===== src/sv/sdsbr_pkg.sv =====
`timescale 1ns / 1ps
// Package for the SHiP/DRRIP replacement engine: controller states and
// controller/datapath command and status structs. No dependencies.
package sdsbr_pkg;

    localparam int unsigned ADDR_W  = 48;
    localparam int unsigned LIMIT_W = 16;
    localparam int unsigned OUT_W   = 4;
    localparam int unsigned CNT_W   = 5;
    localparam logic [1:0]  RRPV_INIT   = 2'd2;
    localparam logic [1:0]  RRPV_MAX    = 2'd3;
    localparam logic [1:0]  REUSE_INIT  = 2'd1;
    localparam logic [LIMIT_W-1:0] LIMIT_INIT = 16'd128;
    localparam logic [0:0]  KIND_VICTIM = 1'b0;
    localparam logic [0:0]  KIND_UPDATE = 1'b1;

    typedef enum logic [2:0] {
        ST_CLEAR,
        ST_IDLE,
        ST_READ,
        ST_EXEC,
        ST_OUT
    } state_t;

    typedef struct packed {
        logic clear_step;
        logic capture;
        logic read;
        logic exec;
        logic out_valid;
    } ctrl_cmd_t;

    typedef struct packed {
        logic clear_done;
        logic is_victim;
    } ctrl_sts_t;

endpackage


===== src/sv/sdsbr_ctrl.sv =====
`timescale 1ns / 1ps
// Controller state machine: clear sweep, read, execute, result hold.
// Depends on sdsbr_pkg.
module sdsbr_ctrl (
    input  logic                  clk,
    input  logic                  rst_n,
    input  logic                  in_valid,
    output logic                  in_ready,
    input  logic                  out_ready,
    input  sdsbr_pkg::ctrl_sts_t  sts,
    output sdsbr_pkg::ctrl_cmd_t  cmd
);
    import sdsbr_pkg::*;

    state_t state_reg;
    state_t state_next;

    always_ff @(posedge clk or negedge rst_n)
    begin
        if (!rst_n)
        begin
            state_reg <= ST_CLEAR;
        end
        else
        begin
            state_reg <= state_next;
        end
    end

    always_comb
    begin
        state_next = state_reg;
        case (state_reg)
            ST_CLEAR: if (sts.clear_done) state_next = ST_IDLE;
            ST_IDLE:  if (in_valid) state_next = ST_READ;
            ST_READ:  state_next = ST_EXEC;
            ST_EXEC:  state_next = sts.is_victim ? ST_OUT : ST_IDLE;
            ST_OUT:   if (out_ready) state_next = ST_IDLE;
            default:  state_next = ST_IDLE;
        endcase
    end

    always_comb
    begin
        cmd = '0;
        in_ready = 1'b0;
        case (state_reg)
            ST_CLEAR: cmd.clear_step = 1'b1;
            ST_IDLE:
            begin
                in_ready = 1'b1;
                cmd.capture = in_valid;
            end
            ST_READ:  cmd.read = 1'b1;
            ST_EXEC:  cmd.exec = 1'b1;
            ST_OUT:   cmd.out_valid = 1'b1;
            default:  cmd = '0;
        endcase
    end
endmodule


===== config.mk =====
export PLATFORM = sky130hd
export DESIGN_NAME = sdsbr_ctrl
export DESIGN_NICKNAME = d
export VERILOG_FILES = /design/src/sv/sdsbr_pkg.sv /design/src/sv/sdsbr_ctrl.sv
export SDC_FILE = /design/constraint.sdc
export NUM_CORES = 1
export LEC_CHECK = 0
export ABC_AREA = 0
export BUFFER_PORTS_ARGS = -buffer_cell sky130_fd_sc_hd__buf_2
export CORE_AREA = 2 2 39 41
export DETAILED_ROUTE_END_ITERATION = 10
export DIE_AREA = 0 0 41 43
export GPL_TIMING_DRIVEN = 0
export PLACE_DENSITY = 0.43
export SLEW_MARGIN = 25
export SYNTH_ARGS = -nofsm -noshare
export SYNTH_HDL_FRONTEND = slang
export SYNTH_SLANG_ARGS = --single-unit

===== constraint.sdc =====
create_clock -name clk -period 2.7 [get_ports clk]
set_input_delay 0.27 -clock clk [delete_from_list [all_inputs] [get_ports clk]]
set_output_delay 0.27 -clock clk [all_outputs]
set_load 0.05 [all_outputs]

==> results.md, run 1 <==
- Layout fillers: between 150 and 200
- Routed vias: 188
- Area fraction in compound gates after synthesis: 0.125
- Reg2reg end: state_reg[0]$_DFFE_PN0P_
- Clock Latency Late Sink: 0.23 ns
- Setup TNS: 0 ns
- Hold Slack: ~0.32 ns
- CTS tree: built
- Setup violators final: 0
- Post-Synthesis Net Count: 25
- Final instance area: between 300 and 400 sq um
- P&R area growth vs syn: 55.6%
- Cell count after synthesis: 19
- DRT antenna net count: 0
- Final setup margin: approximately 1.1 ns
- Hold_buf cts: 1
- Setup Crit Path Kind: reg2out
- Die area: ~1800 sq um
- Core ar.: 1380 sq um
- Placed Area: approximately 280 sq um
- WL met2: ~130 microns
- Post-CTS setup buffer count: 0
- Ratio of cells with drive above 1 in the final layout: 0.514
- Mux contribution to synthesized area: 0.0500
- Slew headroom: 0.821
- Final GP Congestion: 0.643
- Distinct cells, synth: 16
- Fin crit share: 0.591
- Routed len/inst: 9.18 microns
- Worst-Margin Slew: 0.268 ns
- Seq/Total Area, Yosys: 0.375
- CTS max path bufs: 2
- Crit end category: output port
- F_max: ~0.63 GHz
- # clock sinks: 3
- Average size of a mapped cell: ~11 sq um
- Final Hold Viols: 0
- WL met3: 77 microns
- Cells along the critical path: buf_4 > and4bb_1 > buf_2
- Slew Limit Fails: 0
- Die Span Y: between 40 and 50 microns
- Main combinational cell family by area after synthesis: simple AND/OR/NAND/NOR gates
- Row cnt: 14
- CTS Buf Count: 3
- Post-cts resize count: 0
- Outcome: complete, no violations
- Critical path capture point: cmd[3]
- Port Buffers: 11
- # IOs: 12
- Antenna violations before repair: 0
- R2R depth: 2
- Highest metal used: met3
- Place WS: 1.35 ns
- Max Cap Viol: 0
- RR Startpoint: state_reg[0]$_DFFE_PN0P_
- Gr usage total: 0.0644
- Max H-tree Level: 1
- Worst stage delay on the critical path: 0.35 ns
- Die Span X: about 41 microns
- Largest net degree at the start of global routing: 10
- WP data arrival: around 1.3 ns
- Max reg flops: 3
- Clock root cell: clkbuf_4
- Seq cells post-synth: 3
- 1st-iter DRT viols: 10
- TritonRoute pass-1 iters: 2
- CP Data Required Time: 2.43 ns
- Leak: 0.166 nW
- Hpwl dp: around 330 microns
- Vias in the first global route: around 160
- VDD IR max: 0.000832 V
- Clock slew at reported path FFs: approximately 0.04 ns
- PwrDens: about 1400 nW/um^2
- Post-synthesis xor/xnor area fraction: 0
- Reg2reg setup slack: 1.70 ns
- Synth Area in Simple Gates: 0.394
- Met1 wire length: approximately 260 microns
- Clock period minus worst slack: between 1.5 and 2 ns
- Ys Warns: 0
- Nets: 42
- Total routed wirelength: between 400 and 500 microns
- First-pass GRT wire length: about 690 microns
- RSZ-0062 raised after global routing: no
- Total congestion overflow: 0
- Synthesized area: approximately 200 sq um
- Slowest CP cell: dfrtp_1
- Crit. Startpoint: state_reg[2]$_DFFE_PN0P_
- Vias per std cell: 3.69
- Final Skew: 0.00240 ns
- Kind of start point of the critical path: flip-flop
- ANT cells: 0
- Drt drc: 0
- Initial Util: 0.145
- Worst-path maximum fanout: 9
- Area share of fa/ha/maj cells after synthesis: 0
- Hold Path Class: in2reg
[layout by cell type (no fill, tap or decap), types with 2 or more instances in the layout]
cell,n
clkbuf_4,3
dfrtp_1,3
nor2_1,2
buf_2,11
[worst min path at each step]
stage | startpoint | end | slack [ns] | depth (start not counted)
3_5_place_dp | rst_n | state_reg[0]$_DFFE_PN0P_ | 0.07 | 1
5_1_grt | out_ready | state_reg[2]$_DFFE_PN0P_ | 0.33 | 3
3_3_place_gp | rst_n | state_reg[2]$_DFFE_PN0P_ | 0.07 | 1
2_1_floorplan | rst_n | state_reg[0]$_DFFE_PN0P_ | -0.03 | 0
4_1_cts | in_valid | state_reg[1]$_DFFE_PN0P_ | 0.32 | 3
6_report | out_ready | state_reg[2]$_DFFE_PN0P_ | 0.32 | 3
[layout make-up]
class / count / area [sq um] / area share
buffer: 1 / 7.51 / 0.0241
multi-input combinational: 14 / 114 / 0.365
timing repair buffer: 12 / 65.1 / 0.209
clock buffer: 4 / 26.3 / 0.0843
sequential: 3 / 75.1 / 0.241
inverter: 1 / 3.75 / 0.0120
tap: 16 / 20.0 / 0.0643
[worst max-delay path, delay by kind of cell (launching register included)]
kind	cells	cell delay, ns
buf+inv	2	0.44
flops	1	0.35
simple gates	1	0.31
[where the power goes]
part	internal [mW]	total (mW)	switching (mW)
combinational	0.0768	0.253	0.177
clock	0.0552	0.0761	0.0209
sequential	0.0628	0.0941	0.0313
total	0.195	0.424	0.229
[cells by family after synthesis]
kind of cell    after synthesis
compound gates                3
simple gates                 10
flops                         3
buf+inv                       2
mux                           1
[layer usage]
metal | track usage | up-vias
met4 | 0.0400 | 0
met3 | 0.0628 | 0
li1 | - | 102
met5 | 0 | -
met2 | 0.0500 | 12
met1 | 0.0971 | 74
[stage by stage]
step / power [mW] / std cells / util
final: 0.424 / 51 / 0.225
after global routing: 0.449 / 51 / 0.225
after CTS: 0.428 / 51 / 0.225
after detailed placement: 0.345 / 46 / 0.199
after global placement: 0.348 / 46 / 0.199
after floorplan: 0.293 / 19 / -
[Yosys cell counts, drive strengths merged]
library cell,instances,share of area
a211oi,1,0.062
a21o,1,0.038
a21oi,1,0.025
and3b,1,0.050
and4b,1,0.050
and4bb,1,0.062
buf,1,0.038
dfrtp,3,0.37
inv,1,0.019
mux2i,1,0.050
nand2b,1,0.031
nand3b,1,0.038
nor2,2,0.038
nor3,1,0.025
nor3b,2,0.10
Power figures use the tool's default switching activity.
==> run 2, diff against run 1 <==
PLACE_DENSITY = 0.44   (was 0.43)
clock period = 1.28 ns   (was 2.7 ns; I/O delays follow)
==> results.md, run 2 (synthesis results as in run 1) <==
- Outcome: finished, violations left
- Failing checks: negative setup slack
- 1st-iter DRT viols: 4
- Final Hold Viols: 0
- Port Buffers: 11
- Flop pwr share: 0.198
- Crit end category: output port
- Leak: between 0.15 and 0.2 nW
- CTS max path bufs: 2
- Storage element area: a little under 80 sq um
- Total congestion overflow: 0
- Cells along the critical path: buf_6 > and4bb_2 > buf_8
- Routed vias: around 230
- Worst-path maximum fanout: 9
- Slowest CP cell: dfrtp_1
- Most frequent cells in the layout: buf_6, buf_2, buf_4, clkbuf_4, dfrtp_2
- Final setup margin: -0.0713 ns
- WP data arrival: around 1.2 ns
- Max reg flops: 3
- CTS Buf Count: 3
- Slew headroom: 0.880
- # clock sinks: 3
- Clock period minus worst slack: roughly 1.4 ns
- Clock slew at reported path FFs: 0.04 ns
- P&R area growth vs syn: 102%
- Die Span X: roughly 41 microns
- Clock Power Share: 0.146
- Switching share of power: 0.485
- Clock root cell: clkbuf_4
- Gr usage total: 0.0855
- Initial Util: 0.145
- Final instance area: roughly 400 sq um
- F_max: 0.740 GHz
- Pint: between 0.5 and 0.6 mW
- Die Span Y: between 40 and 50 microns
- Vias in the first global route: ~220
- Multi-input gate area: 133 sq um
- PwrDens: 2800 nW/um^2
- Row cnt: 14
- ANT cells: 0
- Worst-Margin Slew: 0.175 ns
- Clock Latency Late Sink: around 0.23 ns
- Hpwl dp: between 300 and 400 microns
- Setup violators final: 1
- Antenna violations before repair: 0
- Routed len/inst: ~11 microns
- Largest net degree at the start of global routing: 10
- Slew Limit Fails: 0
- Worst stage delay on the critical path: about 0.37 ns
- NetSw: ~0.55 mW
- CTS tree: built
- Max H-tree Level: 1
- Power share of the combinational group: 0.656
- # IOs: 12
- Hold Slack: ~0.17 ns
- DRT antenna net count: 0
- Nets: 46
- Placed Area: approximately 290 sq um
- TritonRoute pass-1 iters: 3
- Ratio of cells with drive above 1 in the final layout: 0.718
- Vias per std cell: just over 4
- CP Data Required Time: between 1 and 1.5 ns
- RSZ-0062 raised after global routing: yes
- Core ar.: approximately 1400 sq um
- Drt drc: 0
- Final Skew: ~0.0046 ns
- Fin crit share: 1.06
- Hold Path Class: in2reg
- Kind of start point of the critical path: flip-flop
- VDD IR max: about 0.0014 V
- First-pass GRT wire length: about 950 microns
- Pwr Total: roughly 1.1 mW
- Setup Crit Path Kind: reg2out
- Total routed wirelength: between 600 and 700 microns
- Max Cap Viol: 0
- Die area: roughly 1800 sq um
- Final GP Congestion: between 0.5 and 0.6
- Layout fillers: roughly 150
[run 2: changes by cell type in the layout (fill, tap and decap cells not counted), sizes merged]
| cell | before | now |
|---|---|---|
| buf | 12 | 16 |
[run 2: timing repair]
item / CTS / global route
hold endpoints to repair: 3 / 0
hold buffers: 1 / 0
pin swaps: 1 / 2
buffers inserted: 2 / 2
gates resized for setup: 14 / 1
endpoints found under the setup margin: 6 / 5
[run 2: worst paths after layout]
path	depth (start not counted)	start	slack (ns)	to
hold / removal	3	out_ready	0.17	state_reg[2]$_DFFE_PN0P_
setup reg to reg	4	state_reg[2]$_DFFE_PN0P_	0.17	state_reg[0]$_DFFE_PN0P_
hold reg to reg	2	state_reg[2]$_DFFE_PN0P_	0.56	state_reg[1]$_DFFE_PN0P_
setup / recovery	3	state_reg[2]$_DFFE_PN0P_	-0.07	cmd[3]
min in group asynchronous	2	rst_n	0.22	state_reg[2]$_DFFE_PN0P_
max in group asynchronous	2	rst_n	0.94	state_reg[1]$_DFFE_PN0P_
[run 2: power groups by stage]
stage | combinational [mW] | sequential (mW) | clock [mW]
after floorplan | 0.466 | 0.196 | 0
after global placement | 0.556 | 0.205 | 0
after detailed placement | 0.562 | 0.215 | 0
after CTS | 0.691 | 0.223 | 0.172
after global routing | 0.782 | 0.232 | 0.182
final | 0.743 | 0.224 | 0.165
[run 2: critical path, delay by kind of cell, from the launching register on]
kind	cells	cell delay [ns]
buf+inv	2	0.29
flops	1	0.37
simple gates	1	0.33
[run 2: final cells by class]
cell class	instances	area share
Buffer	1	0.0279
Timing Repair Buffer	16	0.328
Sequential cell	3	0.192
Inverter	1	0.00929
Tap cell	16	0.0495
Multi-Input combinational cell	14	0.328
Clock buffer	4	0.0650
[run 2: per-layer routing]
metal	wire, microns	part of all wire	vias to the layer above	track usage
met5	0	0	-	0
met4	0	0	0	0.0800
met3	58	0.093	0	0.0366
met2	295	0.48	12	0.0938
met1	267	0.43	105	0.117
li1	-	-	109	-
[run 2: per-stage QoR]
stage	cells	setup TNS [ns]	setup slack [ns]	utilization
2_1_floorplan	19	-0.0252	-0.0165	-
3_3_place_gp	46	0	0.0654	0.212
3_5_place_dp	46	0	0.0457	0.212
4_1_cts	53	-0.0756	-0.0670	0.278
5_1_grt	55	-0.178	-0.108	0.292
6_report	55	-0.0713	-0.0713	0.292
